[src/sv/dcr_pkg.sv]
// Shared types and constants for the DDC/CI message receiver.
package dcr_pkg;

  localparam int MAX_MSG_LEN = 64;
  localparam logic [7:0] MAX_LEN_B = 8'(MAX_MSG_LEN);
  localparam logic [7:0] HOST_ADDR_RST = 8'h51;
  localparam logic [7:0] DISPLAY_ADDR_RST = 8'h6e;
  localparam logic [6:0] LEN_MASK = 7'h7f;

  localparam logic [2:0] REQ_RX = 3'd0;
  localparam logic [2:0] REQ_TX = 3'd1;
  localparam logic [2:0] REQ_ABORT = 3'd2;
  localparam logic [2:0] REQ_LOAD = 3'd3;
  localparam logic [2:0] REQ_RELEASE = 3'd4;

  localparam logic [1:0] PORT_ANALOG = 2'd0;
  localparam logic [1:0] PORT_UNUSED = 2'd3;

  localparam logic CFG_HOST = 1'b0;
  localparam logic CFG_DISPLAY = 1'b1;

  // receive phase reported once a message has completed
  localparam logic [2:0] PHASE_DONE = 3'd5;

  typedef enum logic [2:0] {
    OP_RX,
    OP_TX,
    OP_ABORT,
    OP_LOAD,
    OP_RELEASE,
    OP_NONE
  } op_t;

  typedef struct packed {
    op_t        op;
    logic [7:0] data;
    logic [1:0] port;
  } cmd_t;

  typedef struct packed {
    logic       buf_write;
    logic [5:0] buf_index;
    logic [7:0] buf_byte;
    logic       msg_complete;
    logic [1:0] msg_port;
    logic       tx_write;
    logic [7:0] tx_byte;
    logic       tx_active;
    logic [2:0] rx_phase;
    logic       busy_res;
  } result_t;

endpackage

[src/sv/dcr_front.sv]
// Front end: decodes bus events and queues them for the framer.
module dcr_front (
  input  logic          clk,
  input  logic          rst,
  input  logic          push,
  output logic          full,
  input  logic [2:0]    req_type,
  input  logic [7:0]    data_byte,
  input  logic [1:0]    source_port,
  output logic          cmd_valid,
  output dcr_pkg::cmd_t cmd,
  input  logic          cmd_pop
);
  import dcr_pkg::*;

  cmd_t       q [2];
  logic       wr_ptr;
  logic       rd_ptr;
  logic [1:0] count;
  cmd_t       dec;
  logic       do_push;
  logic       do_pop;

  always_comb begin
    case (req_type)
      REQ_RX:      dec.op = OP_RX;
      REQ_TX:      dec.op = OP_TX;
      REQ_ABORT:   dec.op = OP_ABORT;
      REQ_LOAD:    dec.op = OP_LOAD;
      REQ_RELEASE: dec.op = OP_RELEASE;
      default:     dec.op = OP_NONE;
    endcase
    dec.data = data_byte;
    // port 3 is not a real input, fold it onto analog
    dec.port = (source_port == PORT_UNUSED) ? PORT_ANALOG : source_port;
  end

  assign full      = (count == 2'd2);
  assign cmd_valid = (count != 2'd0);
  assign cmd       = q[rd_ptr];
  assign do_push   = push && !full;
  assign do_pop    = cmd_pop && cmd_valid;

  always_ff @(posedge clk) begin
    if (do_push) begin
      q[wr_ptr] <= dec;
    end
  end

  always_ff @(posedge clk) begin
    if (rst) begin
      wr_ptr <= 1'b0;
      rd_ptr <= 1'b0;
      count  <= 2'd0;
    end else begin
      if (do_push) begin
        wr_ptr <= !wr_ptr;
      end
      if (do_pop) begin
        rd_ptr <= !rd_ptr;
      end
      count <= count + {1'b0, do_push} - {1'b0, do_pop};
    end
  end

endmodule

[src/sv/dcr_back.sv]
// Back end: receive/transmit framer state and result queue.
module dcr_back (
  input  logic             clk,
  input  logic             rst,
  input  logic             cfg_we,
  input  logic             cfg_index,
  input  logic [7:0]       cfg_data,
  input  logic             cmd_valid,
  input  dcr_pkg::cmd_t    cmd,
  output logic             cmd_pop,
  output logic             res_valid,
  output dcr_pkg::result_t res,
  input  logic             res_pop
);
  import dcr_pkg::*;

  typedef enum logic [2:0] {
    RX_CLEAR,
    RX_LENGTH,
    RX_COMMAND,
    RX_BODY,
    RX_CHECK,
    RX_DONE
  } rx_state_t;

  logic [7:0] host_addr;
  logic [7:0] display_addr;

  rx_state_t  rx_state, rx_state_next;
  logic [5:0] rx_index, rx_index_next;
  logic [6:0] rx_remaining, rx_remaining_next;
  logic [7:0] rx_checksum, rx_checksum_next;
  logic       busy_flag, busy_flag_next;
  logic [1:0] last_port, last_port_next;
  logic       tx_status, tx_status_next;
  logic [6:0] tx_remaining, tx_remaining_next;

  result_t    r;
  logic [6:0] rem_dec;
  logic [7:0] len;

  result_t    q [2];
  logic       wr_ptr;
  logic       rd_ptr;
  logic [1:0] count;
  logic       fire;
  logic       do_pop;

  always_ff @(posedge clk) begin
    if (rst) begin
      host_addr    <= HOST_ADDR_RST;
      display_addr <= DISPLAY_ADDR_RST;
    end else if (cfg_we) begin
      case (cfg_index)
        CFG_HOST:    host_addr <= cfg_data;
        CFG_DISPLAY: display_addr <= cfg_data;
        default:     host_addr <= host_addr;
      endcase
    end
  end

  assign rem_dec = rx_remaining - 7'd1;
  assign len     = {1'b0, cmd.data[6:0]};

  always_comb begin
    rx_state_next     = rx_state;
    rx_index_next     = rx_index;
    rx_remaining_next = rx_remaining;
    rx_checksum_next  = rx_checksum;
    busy_flag_next    = busy_flag;
    last_port_next    = last_port;
    tx_status_next    = tx_status;
    tx_remaining_next = tx_remaining;
    r = '0;
    case (cmd.op)
      OP_RX: begin
        case (rx_state)
          RX_CLEAR: begin
            if (cmd.data == host_addr) begin
              rx_state_next    = RX_LENGTH;
              rx_checksum_next = host_addr ^ display_addr;
            end else begin
              rx_index_next = '0;
            end
          end
          RX_LENGTH: begin
            rx_remaining_next = cmd.data[6:0];
            r.buf_write       = 1'b1;
            r.buf_index       = rx_index;
            r.buf_byte        = cmd.data;
            rx_index_next     = rx_index + 6'd1;
            rx_checksum_next  = rx_checksum ^ cmd.data;
            rx_state_next     = RX_COMMAND;
            // null or oversize message completes at once
            if (len == 8'd0 || len >= MAX_LEN_B) begin
              rx_state_next  = RX_DONE;
              busy_flag_next = 1'b1;
              r.msg_complete = 1'b1;
            end
          end
          RX_COMMAND, RX_BODY: begin
            rx_state_next     = RX_BODY;
            r.buf_write       = 1'b1;
            r.buf_index       = rx_index;
            r.buf_byte        = cmd.data;
            rx_index_next     = rx_index + 6'd1;
            rx_checksum_next  = rx_checksum ^ cmd.data;
            rx_remaining_next = rem_dec & LEN_MASK;
            if (rem_dec == 7'd0) begin
              rx_state_next = RX_CHECK;
            end
          end
          RX_CHECK: begin
            if (rx_checksum == cmd.data) begin
              last_port_next = cmd.port;
              rx_state_next  = RX_DONE;
              busy_flag_next = 1'b1;
              r.msg_complete = 1'b1;
            end else begin
              rx_state_next = RX_CLEAR;
              rx_index_next = '0;
            end
          end
          default: begin
            if (!busy_flag) begin
              rx_state_next = RX_CLEAR;
              rx_index_next = '0;
            end
          end
        endcase
      end
      OP_TX: begin
        r.tx_write = 1'b1;
        if (tx_remaining == 7'd0) begin
          tx_status_next = 1'b0;
        end else begin
          tx_status_next    = 1'b1;
          r.tx_byte         = cmd.data;
          tx_remaining_next = tx_remaining - 7'd1;
        end
      end
      OP_ABORT: begin
        r.tx_write     = 1'b1;
        r.tx_byte      = cmd.data;
        tx_status_next = 1'b0;
        rx_state_next  = RX_CLEAR;
        rx_index_next  = '0;
      end
      OP_LOAD: begin
        tx_remaining_next = cmd.data[7] ? LEN_MASK : cmd.data[6:0];
      end
      OP_RELEASE: begin
        busy_flag_next = 1'b0;
      end
      default: begin
        busy_flag_next = busy_flag;
      end
    endcase
    r.msg_port  = last_port_next;
    r.tx_active = tx_status_next;
    r.rx_phase  = rx_state_next;
    r.busy_res  = busy_flag_next;
  end

  assign res_valid = (count != 2'd0);
  assign res       = q[rd_ptr];
  assign cmd_pop   = (count != 2'd2);
  assign fire      = cmd_valid && cmd_pop;
  assign do_pop    = res_pop && res_valid;

  always_ff @(posedge clk) begin
    if (fire) begin
      q[wr_ptr] <= r;
    end
  end

  always_ff @(posedge clk) begin
    if (rst) begin
      rx_state     <= RX_CLEAR;
      rx_index     <= '0;
      rx_remaining <= '0;
      rx_checksum  <= '0;
      busy_flag    <= 1'b0;
      last_port    <= '0;
      tx_status    <= 1'b0;
      tx_remaining <= '0;
      wr_ptr       <= 1'b0;
      rd_ptr       <= 1'b0;
      count        <= 2'd0;
    end else begin
      if (fire) begin
        rx_state     <= rx_state_next;
        rx_index     <= rx_index_next;
        rx_remaining <= rx_remaining_next;
        rx_checksum  <= rx_checksum_next;
        busy_flag    <= busy_flag_next;
        last_port    <= last_port_next;
        tx_status    <= tx_status_next;
        tx_remaining <= tx_remaining_next;
        wr_ptr       <= !wr_ptr;
      end
      if (do_pop) begin
        rd_ptr <= !rd_ptr;
      end
      count <= count + {1'b0, fire} - {1'b0, do_pop};
    end
  end

endmodule

[src/sv/ddc_ci_message_receiver.sv]
// Top level of the DDC/CI message receiver: event queue, framer, result queue.
//
//   Channel   Direction  Handshake        Payload
//   input     in         push / full      req_type, data_byte, source_port
//   result    out        empty / pop      buf_*, msg_*, tx_*, rx_phase, busy_res
//   config    in         cfg_we           cfg_index, cfg_data
//
// One event per cycle sustained unless a full result queue stalls the framer; a
// result reaches the result ports via the event and result queue registers.
// Both the event queue and the result queue hold two entries; full rises once
// the event queue holds two and the framer is stalled by a full result queue.
// Reset (rst, synchronous) clears framer state and restores the address registers.
module ddc_ci_message_receiver (
  input  logic       clk,
  input  logic       rst,
  input  logic       push,
  output logic       full,
  input  logic [2:0] req_type,
  input  logic [7:0] data_byte,
  input  logic [1:0] source_port,
  output logic       empty,
  input  logic       pop,
  output logic       buf_write,
  output logic [5:0] buf_index,
  output logic [7:0] buf_byte,
  output logic       msg_complete,
  output logic [1:0] msg_port,
  output logic       tx_write,
  output logic [7:0] tx_byte,
  output logic       tx_active,
  output logic [2:0] rx_phase,
  output logic       busy_res,
  input  logic       cfg_we,
  input  logic       cfg_index,
  input  logic [7:0] cfg_data
);
  import dcr_pkg::*;

  cmd_t    cmd;
  logic    cmd_valid;
  logic    cmd_pop;
  result_t res;
  logic    res_valid;

  dcr_front u_front (
    .clk         (clk),
    .rst         (rst),
    .push        (push),
    .full        (full),
    .req_type    (req_type),
    .data_byte   (data_byte),
    .source_port (source_port),
    .cmd_valid   (cmd_valid),
    .cmd         (cmd),
    .cmd_pop     (cmd_pop)
  );

  dcr_back u_back (
    .clk       (clk),
    .rst       (rst),
    .cfg_we    (cfg_we),
    .cfg_index (cfg_index),
    .cfg_data  (cfg_data),
    .cmd_valid (cmd_valid),
    .cmd       (cmd),
    .cmd_pop   (cmd_pop),
    .res_valid (res_valid),
    .res       (res),
    .res_pop   (pop)
  );

  assign empty        = !res_valid;
  assign buf_write    = res.buf_write;
  assign buf_index    = res.buf_index;
  assign buf_byte     = res.buf_byte;
  assign msg_complete = res.msg_complete;
  assign msg_port     = res.msg_port;
  assign tx_write     = res.tx_write;
  assign tx_byte      = res.tx_byte;
  assign tx_active    = res.tx_active;
  assign rx_phase     = res.rx_phase;
  assign busy_res     = res.busy_res;

`ifndef SYNTHESIS
  a_cmd_held: assert property (@(posedge clk) disable iff (rst)
    cmd_valid && !cmd_pop |=> cmd_valid && $stable(cmd))
    else $error("queued event lost while framer stalled");

  a_no_dual_write: assert property (@(posedge clk) disable iff (rst)
    !empty |-> !(buf_write && tx_write))
    else $error("buffer and transmit writes in one result");

  a_done_busy: assert property (@(posedge clk) disable iff (rst)
    !empty && msg_complete |-> busy_res && rx_phase == PHASE_DONE)
    else $error("completed message without busy");

  a_phase_range: assert property (@(posedge clk) disable iff (rst)
    !empty |-> rx_phase <= PHASE_DONE)
    else $error("receive phase out of range");
`endif

endmodule

[config.mk]
export PLATFORM = sky130hd
export DESIGN_NAME = ddc_ci_message_receiver
export DESIGN_NICKNAME = d
export VERILOG_FILES = /design/src/sv/dcr_pkg.sv /design/src/sv/dcr_front.sv /design/src/sv/dcr_back.sv /design/src/sv/ddc_ci_message_receiver.sv
export SDC_FILE = /design/constraint.sdc
export NUM_CORES = 1
export LEC_CHECK = 0
export BUFFER_PORTS_ARGS = -buffer_cell sky130_fd_sc_hd__buf_2
export CAP_MARGIN = 20
export CORE_MARGIN = 4
export CORE_UTILIZATION = 40
export DETAILED_ROUTE_END_ITERATION = 8
export SLEW_MARGIN = 5
export SYNTH_ARGS = -nofsm -noshare
export SYNTH_HDL_FRONTEND = slang
export SYNTH_HIERARCHICAL = 1
export SYNTH_SLANG_ARGS = --single-unit
[constraint.sdc]
create_clock -name clk -period 8.4 [get_ports clk]
set_input_delay 1.26 -clock clk [delete_from_list [all_inputs] [get_ports clk]]
set_output_delay 1.26 -clock clk [all_outputs]
set_load 0.005 [all_outputs]
; Yosys cells after proc, flatten, opt, wreduce, memory -nomap -nowiden
; Memories as Yosys holds them, arrays and structs flattened. A register that Yosys moved wholly into a read port is not among the register bits.
; Cells that the tools add are included.
[totals]
regBits = 59
ram_bits = 90
input_bits = 27
word_cells = 125
n_memories = 2
[mem_list]
columns = name, depth, width, rd, rd_ports_with_merged_regs, wr, line_no
row1 = u_back.q, 2, 32, 1, 1, 1, dcr_back.sv:42  ; result_t q [2];
row2 = u_front.q, 2, 13, 1, 1, 1, dcr_front.sv:16  ; cmd_t q [2];
[classes]
n_addsub = 7
n_lt_le_gt_ge = 1
n_eq_ne = 22
muxes = 44
bitwise_logic = 3
reduce_logical = 30
[op_table]
columns = op, count
row1 = 7-bit one-hot mux with 2 select lines, 2
row2 = 3-bit by 2-bit equality test with 1-bit output (second input constant), 6
row3 = 6-bit 2-to-1 mux, 3
row4 = 6-bit one-hot mux with 3 select lines, 1
row5 = 9-bit one-hot mux with 2 select lines, 1
row6 = 8-bit equality test, 2
row7 = 16-bit 2-to-1 mux, 1
row8 = 8-bit 2-to-1 mux, 2
row9 = 8-bit one-hot mux with 2 select lines, 1
row10 = 8-bit XOR, 2
row11 = 15-bit 2-to-1 mux, 1
row12 = 3-bit 2-to-1 mux, 5
row13 = 3-bit one-hot mux with 5 select lines, 1
row14 = 7-bit zero test, 2
row15 = 7-bit 2-to-1 mux, 2
row16 = 7-bit by 1-bit subtractor with 7-bit output (second input constant), 2
row17 = 1-bit 2-to-1 mux, 13
row18 = 3-bit one-hot mux with 4 select lines, 1
row19 = 6-bit one-hot mux with 2 select lines, 1
row20 = 2-bit nonzero test, 6
row21 = 3-bit by 1-bit equality test with 1-bit output (second input constant), 3
row22 = 3-bit equality test (second input constant), 3
row23 = 3-bit zero test, 3
row24 = 8-bit zero test, 1
row25 = other kinds (22), 42

; Depth between registers and ports, before layout
[depth]
ltp_word = 5
mapped_depth = 10
ltp_nobuf = 9

; Hierarchy
; The synthesis kept the hierarchy.
[modules_own_cells]
columns = mod, instances, cells_each, area_per_inst_um2, seq_area_each_um2
row1 = dcr_back, 1, 551, 5928.2, 3042.9
row2 = dcr_front, 1, 72, 1198.6, 880.8
row3 = ddc_ci_message_receiver, 1, 1, 3.8, 0.0

; Worst setup path before layout
; Ideal clock, no wire load.
[synth_path]
path_type = register -> register
from = register u_front.count[1]
to = memory u_back/q[0][0] in the netlist's numbering (enable)
setup_ps = 421
arrival_ps = 2373
t_required_ps = 7979
slack_ps = 5605
stages_incl_launch_ff = 6
n_path_buf = 1
synth_period_minus_slack_ps = 2795
path_cell_list = dfxtp_1 -> or2_2 -> and2_1 -> clkbuf_1 -> clkinv_1 -> nor2_1
[synth_via]
elab_chain_cells = 4
[synth_rtl]
columns = element, line_no
row1 = "start, declared", dcr_front.sv:19  ; logic [1:0] count;
row2 = "start signal, assigned", dcr_front.sv:62  ; count <= count + {1'b0, do_push} - {1'b0, do_pop};
row3 = 2-bit nonzero test, dcr_front.sv:39  ; assign cmd_valid = (count != 2'd0);
row4 = via cmd_valid, ddc_ci_message_receiver.sv:40  ; logic cmd_valid;
row5 = 1-bit logical AND, dcr_back.sv:168  ; assign fire = cmd_valid && cmd_pop;
row6 = 1-bit 2-to-1 mux, dcr_back.sv:172  ; if (fire) begin
row7 = 1-bit 2-to-1 mux (implied by the code), dcr_back.sv:173  ; q[wr_ptr] <= r;
row8 = "end, declared", dcr_back.sv:42
; The timed path passes the listed nets, and every way through them passes these cells.

==> impl_metrics.yaml <==
yosys:
  syn_inst: 624
  synth_seq_cells: 151
  async_reset_ff_share_pct: 0
  syn-num-nets: 660
  synthesis.area_um2: 7130
  avgSynthCellArea_um2: 11.4
  synth_cell_types: 64
  ys.flop_type: "edfxtp_1"
  seq_area_frac_synth_pct: 55.0
  yosysWarnings: 6
  synth_edf_count: 90
setup_path:
  path_class: "register to register"
  max_stage_delay_ns: 0.70
  end_kind: "register"
  crit_path_top_delay_cell: "dfxtp_1"
  cp.arrival_ns: 3.32
  path_max_fanout: 13
  cpLargestDelayFamily: "simple AND/OR/NAND/NOR gates"
  worst-path-buf-inv: 0
  r2r_end: "u_back/rx_index[5]"
  crit_chain: "mux2_2 -> xnor2_1 -> nand3_1 -> nor4_1 -> nor3_1 -> a311oi_1"
  worst_ep_required_time_ns: 8.71
  regToRegSetupSlack_ns: 5.39
  r2r_cells: 6
  cp-start-kind: "register"
finish:
  layout_commonest_cell: "edfxtp_1"
  fin_area_um2: 8060
  final_cell_mix: "edfxtp_1 (90), dfxtp_1 (61), buf_2 (60)"
  multi_input_area_um2: 2810
  fin_util_pct: 46.5
  area_delta_synth_final_pct: 13.1
  fillers: 1569
  drive_gt1_share_pct: 23.3
  antenna_cells: 0
  final_nets: 704
  seq_area_um2: 3920
power_and_ir_drop:
  ir_drop_uv: 170
  power_switching_w: 0.000809
  leakage_nw: 2.91
  power_density_nw_per_um2: 317
  seqPwrFrac_pct: 40.3
  p_comb_share_pct: 29.9
  internal_power_w: 0.00175
  power_w: 0.00256
  power.share.clock_pct: 29.9
  swShare_pct: 31.7
routing:
  post_drt_wl_per_cell_um: 17.0
  drc_errors: 0
  via_count: 4858
  ant_nets: 0
  routed_wl_um: 15400
  drt_pass1_iterations: 5
  drtIter0Drc: 371
  vias_per_cell: 5.36
die:
  core_um2: 17400
  start_util_pct: 41.1
  dieHeight_um: 142
  die_area_um2: 20000
  ios: 61
  row_count: 48
  die_x_um: 142
clock_network:
  ctsLongestPathBuffers: 2
  clkTransAtPathRegs_ns: 0.06
  cts_tree: "done"
  cts_max_level: 4
  cts_buffers: 17
  hold_buffers: 0
  cts_root_buffer: "clkbuf_16"
  cts_resized: 0
  clkSinkCount: 151
  cts_setup_buffers: 0
  clkLatencyLatePin_ns: 0.42
sta:
  hold_violations: 0
  tns_ns: 0
  drv_slew: 0
  period_share_pct: 35.8
  rsz0062_at_grt: "false"
  skew_ns: 0.0209
  slew-limit-headroom_pct: 34.5
  fmax_mhz: 333
  period_minus_slack_ns: 3.01
  worstMarginPinSlew_ns: 0.979
  finalSetupViolations: 0
global_route:
  antenna_found_initial: 0
  grtUsageTotal_pct: 15.7
  grt-ovfl-total: 0
  grt_max_degree: 59
  grt_pass1_vias: 4824
  grt_pass1_wl_um: 24900
place:
  hpwlAfterDp_um: 10700
  placed_cell_area_um2: 7460
  port_buffers: 60
  gp_congestion: 0.877
worst_hold_path:
  hp-start: "u_back/tx_remaining[6]"
  min_to: "u_back/tx_remaining[6]"
  hold_path.class: "register to register"
  worstHoldPathCells: 2
job:
  max_cap_violations: 0
status:
  status: "completed"
## flip-flops by register name, indices dropped and copies added, names as in the netlist, named ones only
| register | flops |
|---|---|
| u_back/display_addr | 8 |
| u_back/tx_status | 1 |
| u_front/wr_ptr | 1 |
| u_back/busy_flag | 1 |
| u_front/rd_ptr | 1 |
| u_front/q | 26 |
| u_back/last_port | 2 |
| u_back/host_addr | 8 |
| u_back/rx_state | 3 |
| u_back/tx_remaining | 7 |
| u_back/rx_remaining | 7 |
| u_back/wr_ptr | 1 |
| u_back/q | 64 |
| u_back/rd_ptr | 1 |
| u_front/count | 2 |
| u_back/rx_index | 6 |
| u_back/count | 2 |
| u_back/rx_checksum | 8 |
## per-stage QoR
| stage | worst slack, ns | hold slack, ns | std cells |
|---|---|---|---|
| after floorplan | 5.61 | 0.436 | 624 |
| after global placement | 5.49 | 0.448 | 874 |
| after detailed placement | 5.45 | 0.458 | 874 |
| after CTS | 5.43 | 0.465 | 906 |
| after global routing | 5.24 | 0.503 | 906 |
| final | 5.39 | 0.465 | 906 |
## cells in the mapped netlist (3+ instances only)
library cell / number / share of area, %
or2_2: 3 / 0.26
a21oi_1: 57 / 4.0
a211o_1: 6 / 0.74
buf_2: 3 / 0.21
a211oi_1: 3 / 0.32
a311oi_1: 5 / 0.61
nand4_1: 4 / 0.35
mux2_2: 47 / 7.4
or3_1: 4 / 0.35
xor2_1: 10 / 1.2
nor4_1: 3 / 0.26
nand3b_1: 6 / 0.63
xnor2_1: 23 / 2.8
dfxtp_1: 61 / 17
inv_1: 25 / 1.3
buf_1: 4 / 0.21
o31ai_1: 3 / 0.32
ha_1: 9 / 1.6
o21ai_0: 26 / 1.8
clkbuf_8: 8 / 1.5
nand3_1: 10 / 0.70
nand2_1: 38 / 2.0
nor2b_1: 15 / 1.3
mux2i_1: 3 / 0.42
and3_1: 7 / 0.61
a22o_1: 8 / 0.98
nor2_1: 31 / 1.6
clkbuf_1: 17 / 0.89
o311ai_0: 4 / 0.49
nor3_1: 15 / 1.1
a21o_1: 3 / 0.32
and2_1: 19 / 1.7
a41oi_1: 3 / 0.37
nand2b_1: 8 / 0.70
buf_6: 7 / 1.1
edfxtp_1: 90 / 38
## worst min-delay path, cell delays in order, from the launching register on
cell	delay, ns
dfxtp_1	0.31
nand2_1	0.05
a21oi_1	0.05
## worst max path at each step
stage                                 from  slack, ns  cells past startpoint                     end
after floorplan           u_front/count[1]       5.61                      5          u_back/q[0][0]
after global placement            register       5.49                      6  u_back/rx_remaining[0]
after detailed placement          register       5.45                      4         u_back/q[1][26]
after CTS                         register       5.43                      6  u_back/rx_remaining[0]
after global routing              register       5.24                      6          u_back/q[0][1]
final                             register       5.39                      6      u_back/rx_index[5]
## final cells by class
cell class                      instances  area share, %
Tap cell                              225           3.49
Clock inverter                         15           2.17
Sequential cell                       151           48.7
Multi-Input combinational cell        405           34.9
Clock buffer                           17           5.28
Timing Repair Buffer                   66           4.28
Inverter                               27           1.26
## power groups by stage
stage	registers [W]	logic, W	clock network [W]
2_1_floorplan	0.00102	0.000571	0
3_5_place_dp	0.00104	0.000768	0
3_3_place_gp	0.00104	0.000759	0
4_1_cts	0.00103	0.000773	0.000781
6_report	0.00103	0.000763	0.000763
5_1_grt	0.00104	0.000853	0.000814
## routing by layer
metal	global-route usage [%]	share of wire, %	vias up
met5	0	0	-
met4	4.85	1.1	0
met3	3.81	6.0	13
met2	24.6	45	156
met1	21.8	48	2337
li1	-	-	2352
## logic make-up (layout without fill, tap and decap cells)
family | Yosys count | after routing | synth area share [%]
fa+ha+maj | 9 | 9 | 1.58
compound gates | 137 | 137 | 12.4
flops | 151 | 151 | 55.0
simple gates | 176 | 176 | 13.5
buf+inv | 68 | 125 | 5.60
xor+xnor | 33 | 33 | 4.05
mux | 50 | 50 | 7.84
(Power assumes the default switching activity.)
